===== src/rtl/tsc_pkg.sv =====
package tsc_pkg;

	localparam int MAX_WIDTH_DEF  = 80;
	localparam int MAX_HEIGHT_DEF = 24;

	localparam int FUNC_W   = 3;
	localparam int ROW_W    = 5;
	localparam int COL_W    = 7;
	localparam int CHAR_W   = 8;
	localparam int POS_W    = 11;
	localparam int WIDTH_W  = 7;
	localparam int HEIGHT_W = 5;
	// width * row + column never needs more than this
	localparam int DIM_W    = WIDTH_W + HEIGHT_W;

	localparam int RESET_WIDTH  = 80;
	localparam int RESET_HEIGHT = 24;

	localparam logic [CHAR_W-1:0] FILLER = 8'h2E;

	localparam int CFG_IDX_W = 1;
	localparam logic [CFG_IDX_W-1:0] CFG_WIDTH  = 1'b0;
	localparam logic [CFG_IDX_W-1:0] CFG_HEIGHT = 1'b1;

	typedef enum logic [FUNC_W-1:0] {
		FN_HOME  = 3'd0,
		FN_FWD   = 3'd1,
		FN_BACK  = 3'd2,
		FN_MOVE  = 3'd3,
		FN_CLEAR = 3'd4,
		FN_GET   = 3'd5,
		FN_SET   = 3'd6
	} func_t;

endpackage


===== src/rtl/tsc_cmd_if.sv =====
interface tsc_cmd_if;
	logic                       valid;
	logic                       ready;
	logic [tsc_pkg::FUNC_W-1:0] func;
	logic [tsc_pkg::ROW_W-1:0]  row;
	logic [tsc_pkg::COL_W-1:0]  column;
	logic [tsc_pkg::CHAR_W-1:0] char_in;

	modport source (output valid, func, row, column, char_in, input ready);
	modport sink (input valid, func, row, column, char_in, output ready);
endinterface


===== src/rtl/tsc_rsp_if.sv =====
interface tsc_rsp_if;
	logic                       valid;
	logic                       ready;
	logic [tsc_pkg::CHAR_W-1:0] char_out;
	logic [tsc_pkg::POS_W-1:0]  cursor_pos;

	modport source (output valid, char_out, cursor_pos, input ready);
	modport sink (input valid, char_out, cursor_pos, output ready);
endinterface


===== src/rtl/tsc_seq.sv =====
module tsc_seq #(
	parameter int MAX_WIDTH  = tsc_pkg::MAX_WIDTH_DEF,
	parameter int MAX_HEIGHT = tsc_pkg::MAX_HEIGHT_DEF,
	parameter int CELLS      = MAX_WIDTH * MAX_HEIGHT,
	parameter int CUR_W      = (CELLS > 1) ? $clog2(CELLS) : 1
) (
	input  logic                         clk,
	input  logic                         arst_n,
	tsc_cmd_if.sink                      cmd,
	tsc_rsp_if.source                    rsp,
	input  logic [tsc_pkg::WIDTH_W-1:0]  width,
	input  logic [tsc_pkg::HEIGHT_W-1:0] height,
	output logic                         ram_en,
	output logic                         ram_we,
	output logic [CUR_W-1:0]             ram_addr,
	output logic [tsc_pkg::CHAR_W-1:0]   ram_wdata,
	input  logic [tsc_pkg::CHAR_W-1:0]   ram_rdata
);

	localparam int DIM_W = tsc_pkg::DIM_W;

	typedef enum logic [1:0] {
		ST_INIT,
		ST_IDLE,
		ST_CLR,
		ST_RESP
	} state_t;

	state_t                     state_q;
	logic [CUR_W-1:0]           sweep_q;
	logic [CUR_W-1:0]           cursor_q;
	logic                       use_ram_q;
	logic [tsc_pkg::CHAR_W-1:0] char_q;
	logic                       rsp_valid_q;
	logic [tsc_pkg::CHAR_W-1:0] rsp_char_q;
	logic [tsc_pkg::POS_W-1:0]  rsp_pos_q;

	logic             fire;
	logic [DIM_W-1:0] cells;
	logic [DIM_W-1:0] target;
	logic [CUR_W-1:0] nxt_cur;
	logic             slot_free;
	tsc_pkg::func_t   fn;

	assign fn        = tsc_pkg::func_t'(cmd.func);
	assign cmd.ready = (state_q == ST_IDLE);
	assign fire      = cmd.valid && cmd.ready;
	assign slot_free = !rsp_valid_q || rsp.ready;

	assign cells  = DIM_W'(width) * DIM_W'(height);
	assign target = DIM_W'(width) * DIM_W'(cmd.row) + DIM_W'(cmd.column);

	always_comb begin
		nxt_cur = cursor_q;
		case (fn)
			tsc_pkg::FN_HOME:  nxt_cur = '0;
			tsc_pkg::FN_FWD: begin
				if (DIM_W'(cursor_q) >= cells - DIM_W'(1)) begin
					nxt_cur = '0;
				end else begin
					nxt_cur = cursor_q + CUR_W'(1);
				end
			end
			tsc_pkg::FN_BACK: begin
				if (cursor_q != '0) begin
					nxt_cur = cursor_q - CUR_W'(1);
				end
			end
			tsc_pkg::FN_MOVE: begin
				if (DIM_W'(cmd.row) < DIM_W'(height) && DIM_W'(cmd.column) < DIM_W'(width)) begin
					nxt_cur = target[CUR_W-1:0];
				end else begin
					nxt_cur = '0;
				end
			end
			tsc_pkg::FN_CLEAR: nxt_cur = '0;
			default:           nxt_cur = cursor_q;
		endcase
	end

	// single port: sweep writes, set writes at the old cursor, others but clear read at the new one
	always_comb begin
		ram_en    = 1'b0;
		ram_we    = 1'b0;
		ram_addr  = nxt_cur;
		ram_wdata = tsc_pkg::FILLER;
		case (state_q)
			ST_INIT, ST_CLR: begin
				ram_en   = 1'b1;
				ram_we   = 1'b1;
				ram_addr = sweep_q;
			end
			ST_IDLE: begin
				if (fire && fn == tsc_pkg::FN_SET) begin
					ram_en    = 1'b1;
					ram_we    = 1'b1;
					ram_addr  = cursor_q;
					ram_wdata = cmd.char_in;
				end else if (fire && fn != tsc_pkg::FN_CLEAR) begin
					ram_en = 1'b1;
				end
			end
			default: ram_en = 1'b0;
		endcase
	end

	always_ff @(posedge clk or negedge arst_n) begin
		if (!arst_n) begin
			state_q     <= ST_INIT;
			sweep_q     <= '0;
			cursor_q    <= '0;
			use_ram_q   <= 1'b0;
			char_q      <= tsc_pkg::FILLER;
			rsp_valid_q <= 1'b0;
			rsp_char_q  <= tsc_pkg::FILLER;
			rsp_pos_q   <= '0;
		end else begin
			// in ST_RESP a free slot is always refilled below
			if (rsp_valid_q && rsp.ready && state_q != ST_RESP) begin
				rsp_valid_q <= 1'b0;
			end
			case (state_q)
				ST_INIT: begin
					if (sweep_q == CUR_W'(CELLS - 1)) begin
						sweep_q <= '0;
						state_q <= ST_IDLE;
					end else begin
						sweep_q <= sweep_q + CUR_W'(1);
					end
				end
				ST_IDLE: begin
					if (fire) begin
						cursor_q  <= nxt_cur;
						sweep_q   <= '0;
						use_ram_q <= (fn != tsc_pkg::FN_SET) && (fn != tsc_pkg::FN_CLEAR);
						char_q    <= (fn == tsc_pkg::FN_SET) ? cmd.char_in : tsc_pkg::FILLER;
						state_q   <= (fn == tsc_pkg::FN_CLEAR) ? ST_CLR : ST_RESP;
					end
				end
				ST_CLR: begin
					if (DIM_W'(sweep_q) == cells - DIM_W'(1)) begin
						sweep_q <= '0;
						state_q <= ST_RESP;
					end else begin
						sweep_q <= sweep_q + CUR_W'(1);
					end
				end
				ST_RESP: begin
					if (slot_free) begin
						rsp_valid_q <= 1'b1;
						rsp_char_q  <= use_ram_q ? ram_rdata : char_q;
						rsp_pos_q   <= tsc_pkg::POS_W'(cursor_q);
						state_q     <= ST_IDLE;
					end
				end
				default: state_q <= ST_IDLE;
			endcase
		end
	end

	assign rsp.valid      = rsp_valid_q;
	assign rsp.char_out   = rsp_char_q;
	assign rsp.cursor_pos = rsp_pos_q;

endmodule


===== src/flat_wrapper.sv =====
// flat-port wrapper written by rule: the top's interface ports become plain ports
module tsc_seq_flat 
#(
	parameter int MAX_WIDTH  = tsc_pkg::MAX_WIDTH_DEF,
	parameter int MAX_HEIGHT = tsc_pkg::MAX_HEIGHT_DEF,
	parameter int CELLS      = MAX_WIDTH * MAX_HEIGHT,
	parameter int CUR_W      = (CELLS > 1) ? $clog2(CELLS) : 1
)
  (clk, arst_n, width, height, ram_en, ram_we, ram_addr, ram_wdata, ram_rdata, cmd_valid, cmd_func, cmd_row, cmd_column, cmd_char_in, cmd_ready, rsp_valid, rsp_char_out, rsp_cursor_pos, rsp_ready);
  tsc_cmd_if cmd_i ();
  tsc_rsp_if rsp_i ();
  input  logic clk;
  input  logic arst_n;
  input  logic [tsc_pkg::WIDTH_W-1:0] width;
  input  logic [tsc_pkg::HEIGHT_W-1:0] height;
  output logic ram_en;
  output logic ram_we;
  output logic [CUR_W-1:0] ram_addr;
  output logic [tsc_pkg::CHAR_W-1:0] ram_wdata;
  input  logic [tsc_pkg::CHAR_W-1:0] ram_rdata;
  input wire logic [$bits(cmd_i.valid)-1:0] cmd_valid;
  input wire logic [$bits(cmd_i.func)-1:0] cmd_func;
  input wire logic [$bits(cmd_i.row)-1:0] cmd_row;
  input wire logic [$bits(cmd_i.column)-1:0] cmd_column;
  input wire logic [$bits(cmd_i.char_in)-1:0] cmd_char_in;
  output wire logic [$bits(cmd_i.ready)-1:0] cmd_ready;
  output wire logic [$bits(rsp_i.valid)-1:0] rsp_valid;
  output wire logic [$bits(rsp_i.char_out)-1:0] rsp_char_out;
  output wire logic [$bits(rsp_i.cursor_pos)-1:0] rsp_cursor_pos;
  input wire logic [$bits(rsp_i.ready)-1:0] rsp_ready;
  assign cmd_i.valid = cmd_valid;
  assign cmd_i.func = cmd_func;
  assign cmd_i.row = cmd_row;
  assign cmd_i.column = cmd_column;
  assign cmd_i.char_in = cmd_char_in;
  assign cmd_ready = cmd_i.ready;
  assign rsp_valid = rsp_i.valid;
  assign rsp_char_out = rsp_i.char_out;
  assign rsp_cursor_pos = rsp_i.cursor_pos;
  assign rsp_i.ready = rsp_ready;
  tsc_seq #(.MAX_WIDTH(MAX_WIDTH), .MAX_HEIGHT(MAX_HEIGHT), .CELLS(CELLS), .CUR_W(CUR_W)) u_core (.clk(clk), .arst_n(arst_n), .cmd(cmd_i), .rsp(rsp_i), .width(width), .height(height), .ram_en(ram_en), .ram_we(ram_we), .ram_addr(ram_addr), .ram_wdata(ram_wdata), .ram_rdata(ram_rdata));
endmodule

===== config.mk =====
export PLATFORM = sky130hd
export DESIGN_NAME = tsc_seq_flat
export DESIGN_NICKNAME = d
export VERILOG_FILES = /design/src/rtl/tsc_pkg.sv /design/src/rtl/tsc_cmd_if.sv /design/src/rtl/tsc_rsp_if.sv /design/src/rtl/tsc_seq.sv /design/src/flat_wrapper.sv
export SDC_FILE = /design/constraint.sdc
export NUM_CORES = 1
export LEC_CHECK = 0
export BUFFER_PORTS_ARGS = -buffer_cell sky130_fd_sc_hd__buf_2
export CAP_MARGIN = 20
export CORE_MARGIN = 2
export CORE_UTILIZATION = 55
export DETAILED_ROUTE_END_ITERATION = 10
export PLACE_DENSITY = 0.83
export SKIP_CTS_REPAIR_TIMING = 1
export SLEW_MARGIN = 10
export SYNTH_ARGS = -nofsm -noshare
export SYNTH_HDL_FRONTEND = slang
export SYNTH_SLANG_ARGS = --single-unit

===== constraint.sdc =====
create_clock -name clk -period 8.4 [get_ports clk]
set_clock_uncertainty 0.1 [all_clocks]
set_input_delay 0.42 -clock clk [delete_from_list [all_inputs] [get_ports clk]]
set_output_delay 0.42 -clock clk [all_outputs]
set_load 0.02 [all_outputs]

==> results of run 1 <==
-- kinds of logic after synthesis --
| group | count (synthesis) |
|---|---|
| AO/OA/AOI/OAI | 194 |
| XOR/XNOR | 33 |
| adder cells (fa/ha/maj) | 109 |
| buffers and inverters | 141 |
| flip-flops | 53 |
| multiplexers | 18 |
| AND/OR/NAND/NOR | 277 |
-- path summary, 6_finish.rpt --
check,start,to,slack [ns],cells after the start
max,height[2],ram_addr[7],1.82,23
max in group asynchronous,arst_n,u_core.cursor_q[2]$_DFFE_PN0P_,7.60,2
min reg2reg,u_core.char_q[7]$_DFFE_PN0P_,u_core.char_q[7]$_DFFE_PN0P_,0.38,1
min,arst_n,u_core.sweep_q[5]$_DFFE_PN0P_,0.13,2
max reg2reg,u_core.cursor_q[0]$_DFFE_PN0P_,u_core.cursor_q[1]$_DFFE_PN0P_,5.38,8
min in group clk,ram_rdata[2],u_core.rsp.char_out[2]$_DFFE_PN1P_,0.32,3
-- registers in the layout, indices dropped and copies added (netlist names) --
register	flops
u_core.rsp.char_out	8
u_core.sweep_q	11
u_core.rsp.cursor_pos	11
u_core.char_q	8
u_core.use_ram_q	1
u_core.cursor_q	11
u_core.rsp.valid	1
u_core.state_q	2
-- layout by cell type, fill, tap and decap left out, types with 7 or more instances in the layout --
| cell type | n |
|---|---|
| o21a_1 | 11 |
| a22o_1 | 7 |
| dfstp_2 | 8 |
| mux2i_1 | 9 |
| nor4_1 | 7 |
| nand3_1 | 20 |
| a21o_1 | 18 |
| ha_1 | 70 |
| nand2_1 | 96 |
| buf_2 | 88 |
| mux2_2 | 9 |
| nor2_1 | 51 |
| o21ai_0 | 46 |
| fa_1 | 39 |
| and2_1 | 36 |
| xor2_1 | 11 |
| xnor2_1 | 20 |
| o211ai_1 | 7 |
| inv_1 | 100 |
| nor2b_1 | 10 |
| nand2b_1 | 16 |
| dfrtp_1 | 45 |
| nor3_1 | 12 |
| a21oi_1 | 40 |
-- routing by layer --
metal	GRT usage, %	wire length, um	up-vias
met5	0	0	-
li1	-	-	2941
met2	45.2	8320	258
met4	11.1	595	0
met1	39.5	7670	2935
met3	4.39	1350	52
-- through the flow --
stage                     hold slack [ns]  std cells  setup WS (ns)  instance area (um^2)  util [%]
after floorplan                    0.0244        825           2.55                  6710         -
after global placement              0.357       1021           2.01                  7170      59.9
after detailed placement            0.370       1021           1.89                  7170      59.9
after CTS                           0.173       1029           1.86                  7340      61.4
after global routing                0.197       1029           1.35                  7340      61.4
final                               0.131       1029           1.82                  7340      61.4
-- layout make-up --
type	count	area (um^2)	area share (%)
clock inverter	3	50.0	0.681
timing repair buffer	90	455	6.20
clock buffer	5	125	1.70
sequential	53	1340	18.2
multi-input combinational	631	4820	65.6
inverter	100	375	5.11
tap	147	184	2.50
-- cells in the mapped netlist (5+ instances only) --
library cell,number,share of area (%)
mux2_2,9,1.5
xnor2_1,20,2.6
buf_2,5,0.37
mux2i_1,9,1.3
clkbuf_1,34,1.9
nand2_1,96,5.4
fa_1,39,12
dfstp_2,8,3.1
a211o_1,6,0.78
and2_1,36,3.4
o21a_1,11,1.2
dfrtp_1,45,17
xor2_1,11,1.4
o221ai_1,5,0.65
nor4_1,7,0.65
nand2b_1,16,1.5
nor2b_1,10,0.93
o21ai_1,5,0.37
nor2_1,51,2.9
a31oi_1,5,0.47
nor3_1,12,0.90
inv_1,100,5.6
o21ai_0,46,3.4
and3_1,6,0.56
o211ai_1,7,0.78
a22o_1,7,0.91
a21oi_1,40,3.0
nand3_1,20,1.5
a21o_1,18,2.0
ha_1,70,13
-- report_power, final --
part           internal (mW)  total, mW  leakage (nW)  switching [mW]
registers              0.351      0.493         0.676           0.142
clock network          0.144      0.247        0.0859           0.103
logic                  0.571       1.43          2.97           0.863
total                   1.06       2.17          3.73            1.11
-- worst max-delay path: cells and delay by family --
| kind | cells | cell delay [ns] |
|---|---|---|
| and+or+nand+nor | 3 | 0.63 |
| AOI/OAI and AO/OA | 9 | 1.99 |
| buffers and inverters | 5 | 0.62 |
| adders and majority gates | 5 | 2.21 |
| xor gates and xnor gates | 1 | 0.20 |
==> results.sh, run 1 <==
export IMPL_grt_overflow_total=0
export IMPL_nFillCells=1072
export IMPL_ys_async_sr_fraction_pct=100
export IMPL_cts_max_path_buffers=2
export IMPL_path_cells="buf_2 > inv_1 > nor2_1 > fa_1 > fa_1 > inv_1 > fa_1 > inv_1 > ha_1 > o21ai_1 > nand2b_1 > a31oi_1 > xor2_1 > ha_1 > a211oi_1 > o221ai_1 > a21oi_1 > o21ba_2 > o21a_1 > o21ai_0 > or4_1 > a22oi_1 > buf_2"
export IMPL_drv_cap=0
export IMPL_syn_avg_cell_area_um2=8.13
export IMPL_root_buffer="clkbuf_16"
export IMPL_ys_types=66
export IMPL_nets=1037
export IMPL_synth_compound_area_share_pct=19.4
export IMPL_grt_max_degree=54
export IMPL_syn_inst=825
export IMPL_critPathArrivalTime_ns=6.06
export IMPL_firstDrtPassIters=5
export IMPL_ir_worst_vdd_v=0.000177
export IMPL_finalWeightedCongestion=0.992
export IMPL_fp_dieW_um=114
export IMPL_cpPeakStageDelay_ns=0.55
export IMPL_crit_type="input port to primary output"
export IMPL_drc=0
export IMPL_setup_tns_ns=0
export IMPL_finalMaxSlewViolations=0
export IMPL_yosysSeqAreaShare_pct=19.9
export IMPL_crit_path_start_kind="input port"
export IMPL_netlist_area_mm2=0.00671
export IMPL_via_per_inst=6.01
export IMPL_clkTransAtPathRegs_ns=0.07
export IMPL_synthXorXnorAreaFrac_pct=4.63
export IMPL_synth_top_family_by_area="adder cells"
export IMPL_syn2layout_area_growth_pct=9.54
export IMPL_setup_viol=0
export IMPL_diodes=0
export IMPL_tritoncts="built"
export IMPL_yosys_warnings=0
export IMPL_clock_sinks=53
export IMPL_drt_wl_total_um=17900
export IMPL_wl_per_cell_um=17.4
export IMPL_floorplan_initialDensity_pct=56.1
export IMPL_end_kind="primary output"
export IMPL_grt_pass1_vias=6124
export IMPL_drive_gt1_share_pct=14.1
export IMPL_synth_fa_ha_area_share_pct=24.7
export IMPL_drtAntennaViolNets=0
export IMPL_power_mw=2.17
export IMPL_synthMuxAreaShare_pct=2.86
export IMPL_grt_usage_pct=28.6
export IMPL_synth_edf_count=0
export IMPL_leakage_nw=3.73
export IMPL_grt_pass1_wl_um=29900
export IMPL_synth_fp_nets=981
export IMPL_power_density_mw_per_mm2=296
export IMPL_antenna_found_initial=0
export IMPL_synth_flop_cell="dfrtp_1"
export IMPL_period_share_pct=78.4
export IMPL_port_buffers=88
export IMPL_rsz0062_at_grt="no"
export IMPL_yosys_area_share_simple_pct=20.3
export IMPL_hp_class="input port to asynchronous set/reset pin"
export IMPL_h_tree_depth=2
export IMPL_fin_crit_ns=6.58
export IMPL_status="completed"
export IMPL_row_count=40
export IMPL_hpwl_um=14200
export IMPL_finalHoldViolCount=0
export IMPL_critPathMaxFanout=11
export IMPL_io_pins=89
export IMPL_ys_ff_latch=53
export IMPL_via_count=6186
export IMPL_drt_iter0_markers=597
export IMPL_critPathSlowestCell="fa_1"
export IMPL_max_clock_freq_mhz=152
export IMPL_dieArea_mm2=0.0131
export IMPL_clock_latency_ns=0.30
export IMPL_die_h_um=114
export IMPL_tightest_slew_ns=0.922
export IMPL_core_mm2=0.0120
export IMPL_cts_buffers=5
export IMPL_required_ns=7.88
export IMPL_relSlewSlack_pct=38.4
(Power assumes the default switching activity.)
==> inputs of run 2 (changes only) <==
==> constraint.sdc (replaced) <==
create_clock -name clk -period 6.32 [get_ports clk]
set_clock_uncertainty 0.1 [all_clocks]
set_input_delay 0.316 -clock clk [delete_from_list [all_inputs] [get_ports clk]]
set_output_delay 0.316 -clock clk [all_outputs]
set_load 0.02 [all_outputs]
==> run 2 against run 1 <==
  * Worst hold slack got worse by 0.085 ns
  * Setup slack worse by 1.4 ns
  * Sequential power is 32% higher
  * Global-route usage down 0.99 points
  * First-iteration DRC count rose by 9.4%
  * Clock power is 16% higher
  * Total power grew 31%
  * Non-clock buffer count increased by 2
  * Design area increased by 0.14%
==> results.sh, run 2 (synthesis gave the netlist of run 1 again) <==
export IMPL_finalWeightedCongestion=1.00
export IMPL_wl_met1_um=7500
export IMPL_row_count=40
export IMPL_grt_overflow_total=0
export IMPL_layout_common_cells="100 x inv_1, 96 x nand2_1, 88 x buf_2"
export IMPL_drive_gt1_share_pct=14.7
export IMPL_setup_viol=0
export IMPL_drv_cap=0
export IMPL_syn2layout_area_growth_pct=9.68
export IMPL_ir_worst_vdd_v=0.000224
export IMPL_setup_tns_ns=0
export IMPL_utilization_pct=61.5
export IMPL_end_kind="primary output"
export IMPL_grt_pass1_wl_um=29200
export IMPL_root_buffer="clkbuf_16"
export IMPL_power_mw=2.84
export IMPL_r2r_cells=10
export IMPL_nFillCells=1046
export IMPL_critPathMaxFanout=10
export IMPL_required_ns=5.90
export IMPL_hp_class="input port to asynchronous set/reset pin"
export IMPL_cpPeakStageDelay_ns=0.55
export IMPL_drtAntennaViolNets=0
export IMPL_cts_max_path_buffers=2
export IMPL_antenna_found_initial=0
export IMPL_grt_pass1_vias=6002
export IMPL_critPathArrivalTime_ns=5.47
export IMPL_floorplan_initialDensity_pct=56.1
export IMPL_rrSetupSlack_ns=3.37
export IMPL_clock_sinks=53
export IMPL_critPathTopFamily="adder cells"
export IMPL_worstPathBufferInverterCount=6
export IMPL_h_tree_depth=2
export IMPL_path_cells="buf_2 > inv_1 > nor2_1 > fa_1 > inv_1 > fa_1 > fa_1 > inv_1 > ha_1 > nor2b_1 > o21ai_0 > nand2_1 > xnor2_1 > ha_1 > nand3_1 > o221ai_1 > a21oi_1 > o21ba_2 > o21a_1 > buf_4 > a221o_1 > a32oi_1 > nand3_1 > buf_2"
export IMPL_io_pins=89
export IMPL_seqCellArea_mm2=0.00134
export IMPL_firstDrtPassIters=5
export IMPL_multi_input_area_mm2=0.00483
export IMPL_status="completed"
export IMPL_finalMaxSlewViolations=0
export IMPL_drt_iter0_markers=653
export IMPL_fp_dieW_um=114
export IMPL_die_h_um=114
export IMPL_wl_met2_um=7950
export IMPL_power_density_mw_per_mm2=386
export IMPL_hpwl_um=13700
export IMPL_grt_usage_pct=27.6
export IMPL_critPathSlowestCell="fa_1"
export IMPL_rsz0062_at_grt="no"
export IMPL_crit_type="input port to primary output"
export IMPL_r2r_end="u_core.cursor_q[5]$_DFFE_PN0P_"
export IMPL_wl_met3_um=1360
export IMPL_period_share_pct=93.1
export IMPL_dieArea_mm2=0.0131
export IMPL_top_layer="met4"
export IMPL_cts_buffers=5
export IMPL_fin_crit_ns=5.88
export IMPL_leakage_nw=3.73
export IMPL_finalHoldViolCount=0
export IMPL_max_clock_freq_mhz=170
export IMPL_tightest_slew_ns=0.921
export IMPL_grt_max_degree=54
export IMPL_diodes=0
export IMPL_place_area_mm2=0.00718
export IMPL_tritoncts="built"
export IMPL_rr_startpoint="u_core.cursor_q[0]$_DFFE_PN0P_"
export IMPL_clock_latency_ns=0.29
export IMPL_core_mm2=0.0120
export IMPL_crit_start="height[2]"
export IMPL_via_count=6232
export IMPL_finish_instance_area_mm2=0.00735
export IMPL_relSlewSlack_pct=38.5
export IMPL_crit_path_start_kind="input port"
export IMPL_port_buffers=88
export IMPL_layout_commonest_cell="inv_1"
export IMPL_via_per_inst=6.04
export IMPL_drt_wl_total_um=17500
export IMPL_nets=1039
export IMPL_clkTransAtPathRegs_ns=0.08
export IMPL_drc=0
export IMPL_wl_per_cell_um=17.0
-- run 2: changes by cell type in the layout (fill, tap and decap cells not counted), sizes merged --
cell and change:
buf +2, bufinv -1, inv +1
-- run 2: layout make-up --
type / count / share of cell area, %
Sequential cell: 53 / 18.2
Inverter: 100 / 5.10
Clock inverter: 3 / 0.391
Tap cell: 147 / 2.50
Timing Repair Buffer: 92 / 6.40
Clock buffer: 5 / 1.70
Multi-Input combinational cell: 631 / 65.7
-- run 2: stage by stage --
stage               cells  hold slack, ns  setup WS [ns]
floorplan             825         -0.0796          0.682
global placement     1023           0.357          0.440
detailed placement   1023           0.365          0.352
CTS                  1031          0.0703          0.331
global route         1031           0.115        0.00439
finish               1031          0.0460          0.438
-- run 2: where the power goes --
group          internal, mW  total [mW]  switching (mW)  leakage (nW)
clock                 0.152       0.287           0.135        0.0763
sequential            0.466       0.653           0.187         0.676
combinational         0.763        1.90            1.14          2.98
total                  1.38        2.84            1.46          3.73
-- run 2: how the worst max path moves through the flow --
stage | endpoint | slack [ns] | cells past startpoint
2_1_floorplan | ram_addr[7] | 0.68 | 23
3_3_place_gp | ram_addr[7] | 0.44 | 23
3_5_place_dp | ram_addr[7] | 0.35 | 23
4_1_cts | ram_addr[7] | 0.33 | 23
5_1_grt | ram_addr[7] | 0.004 | 23
6_report | ram_addr[4] | 0.44 | 24
-- run 2: layer usage --
metal / vias up / GRT usage [%]
li1: 2943 / -
met1: 2948 / 38.5
met2: 284 / 43.8
met4: 0 / 9.51
met3: 57 / 4.39
met5: - / 0
==> inputs of run 3 (changes only) <==
--- a/config.mk
+++ b/config.mk
@@ -7,10 +7,11 @@
 export LEC_CHECK = 0
 export BUFFER_PORTS_ARGS = -buffer_cell sky130_fd_sc_hd__buf_2
 export CAP_MARGIN = 20
+export CORE_ASPECT_RATIO = 0.8
 export CORE_MARGIN = 2
 export CORE_UTILIZATION = 55
 export DETAILED_ROUTE_END_ITERATION = 10
-export PLACE_DENSITY = 0.83
+export PLACE_DENSITY = 0.84
 export SKIP_CTS_REPAIR_TIMING = 1
 export SLEW_MARGIN = 10
 export SYNTH_ARGS = -nofsm -noshare
==> run 3 against run 2 <==
  * Design area up 0.12%
  * Critical path depth shrank 1
  * Fmax shrank 2.3%
  * Combinational power grew 2%
  * Non-clock buffer count rose by 2
  * Largest cell class unchanged
==> results.sh, run 3 (synthesis gave the netlist of run 1 again) <==
export IMPL_status="completed"
export IMPL_power_density_mw_per_mm2=388
export IMPL_finalHoldViolCount=0
export IMPL_cts_buffers=5
export IMPL_tritoncts="built"
export IMPL_row_count=36
export IMPL_finalWeightedCongestion=1.02
export IMPL_leakage_nw=3.74
export IMPL_via_per_inst=6.01
export IMPL_utilization_pct=61.2
export IMPL_root_buffer="clkbuf_16"
export IMPL_io_pins=89
export IMPL_nets=1041
export IMPL_die_h_um=103
export IMPL_grt_max_degree=54
export IMPL_core_mm2=0.0120
export IMPL_clock_sinks=53
export IMPL_diodes=0
export IMPL_top_layer="met4"
export IMPL_clock_latency_ns=0.30
export IMPL_clkTransAtPathRegs_ns=0.07
export IMPL_drt_wl_total_um=17800
export IMPL_max_clock_freq_mhz=166
export IMPL_relSlewSlack_pct=34.2
export IMPL_floorplan_initialDensity_pct=55.8
export IMPL_syn2layout_area_growth_pct=9.82
export IMPL_grt_pass1_wl_um=28900
export IMPL_hpwl_um=14100
export IMPL_h_tree_depth=2
export IMPL_critPathMaxFanout=10
export IMPL_setup_viol=0
export IMPL_wl_met3_um=1670
export IMPL_port_buffers=88
export IMPL_firstDrtPassIters=7
export IMPL_drtAntennaViolNets=0
export IMPL_crit_type="input port to primary output"
export IMPL_layout_commonest_cell="inv_1"
export IMPL_end_kind="primary output"
export IMPL_hp_class="input port to asynchronous set/reset pin"
export IMPL_dieArea_mm2=0.0131
export IMPL_via_count=6240
export IMPL_rr_startpoint="u_core.cursor_q[0]$_DFFE_PN0P_"
export IMPL_tightest_slew_ns=0.984
export IMPL_finalMaxSlewViolations=0
export IMPL_period_share_pct=95.3
export IMPL_grt_usage_pct=27.6
export IMPL_dp_cells=1030
export IMPL_antenna_found_initial=0
export IMPL_critPathArrivalTime_ns=5.61
export IMPL_cts_max_path_buffers=2
export IMPL_drt_iter0_markers=615
export IMPL_ir_worst_vdd_v=0.000226
export IMPL_fin_crit_ns=6.02
export IMPL_grt_pass1_vias=5883
export IMPL_fp_dieW_um=127
export IMPL_crit_start="width[4]"
export IMPL_layout_common_cells="100 x inv_1, 96 x nand2_1, 88 x buf_2"
export IMPL_wl_met2_um=8070
export IMPL_power_mw=2.86
export IMPL_required_ns=5.90
export IMPL_grt_overflow_total=0
export IMPL_wl_met1_um=7730
export IMPL_drv_cap=0
export IMPL_drc=0
export IMPL_crit_path_start_kind="input port"
export IMPL_wl_per_cell_um=17.2
export IMPL_instances_no_fill=1038
export IMPL_drive_gt1_share_pct=14.6
run 3: cell type report:
type	count	area, um^2
clock buffer	5	125
clock inverter	3	26.3
fill	1061	4660
inverter	100	375
multi-input combinational	631	4820
sequential	53	1340
tap	152	190
timing repair buffer	94	485
run 3: critical path, cell delays in order:
cell and delay (ns):
buf_2 0.18, inv_1 0.11, nor2_1 0.16, fa_1 0.44
fa_1 0.51, inv_1 0.06, fa_1 0.53, inv_1 0.05
ha_1 0.41, o21ai_1 0.18, nand2b_1 0.11, a31oi_2 0.25
xor2_1 0.18, ha_1 0.27, a211oi_1 0.27, o221ai_1 0.15
a21oi_1 0.13, o21ba_2 0.16, o21a_1 0.13, o21ai_0 0.14
or4_1 0.42, a22oi_1 0.24, buf_2 0.21
run 3: routing by layer:
layer / track usage (%) / vias up
met5: 0 / -
met1: 39.1 / 2937
met4: 7.52 / 0
met3: 6.33 / 48
met2: 42.8 / 308
li1: - / 2947
run 3: worst paths after layout:
path / depth (start not counted) / end / slack, ns
setup / recovery: 23 / ram_addr[7] / 0.30
setup reg to reg: 10 / u_core.cursor_q[5]$_DFFE_PN0P_ / 3.26
min in group clk: 3 / u_core.rsp.valid$_DFF_PN0_ / 0.21
hold reg to reg: 1 / u_core.char_q[0]$_DFFE_PN0P_ / 0.38
hold / removal: 2 / u_core.rsp.valid$_DFF_PN0_ / 0.04
max in group asynchronous: 2 / u_core.rsp.cursor_pos[10]$_DFFE_PN0P_ / 5.64
run 3: per-stage QoR:
| step | cell area, um^2 | setup TNS [ns] | hold WS (ns) | setup slack, ns |
|---|---|---|---|---|
| after floorplan | 6710 | 0 | -0.0796 | 0.682 |
| after global placement | 7210 | 0 | 0.358 | 0.474 |
| final | 7360 | 0 | 0.0382 | 0.298 |
| after global routing | 7360 | -0.00524 | 0.104 | -0.00524 |
| after detailed placement | 7210 | 0 | 0.365 | 0.296 |
| after CTS | 7360 | 0 | 0.0655 | 0.286 |
run 3: power by group:
| group | internal (mW) | total (mW) | switching, mW | leakage (nW) |
|---|---|---|---|---|
| Clock | 0.150 | 0.279 | 0.129 | 0.0744 |
| Sequential | 0.466 | 0.642 | 0.176 | 0.676 |
| Combinational | 0.769 | 1.94 | 1.17 | 2.99 |
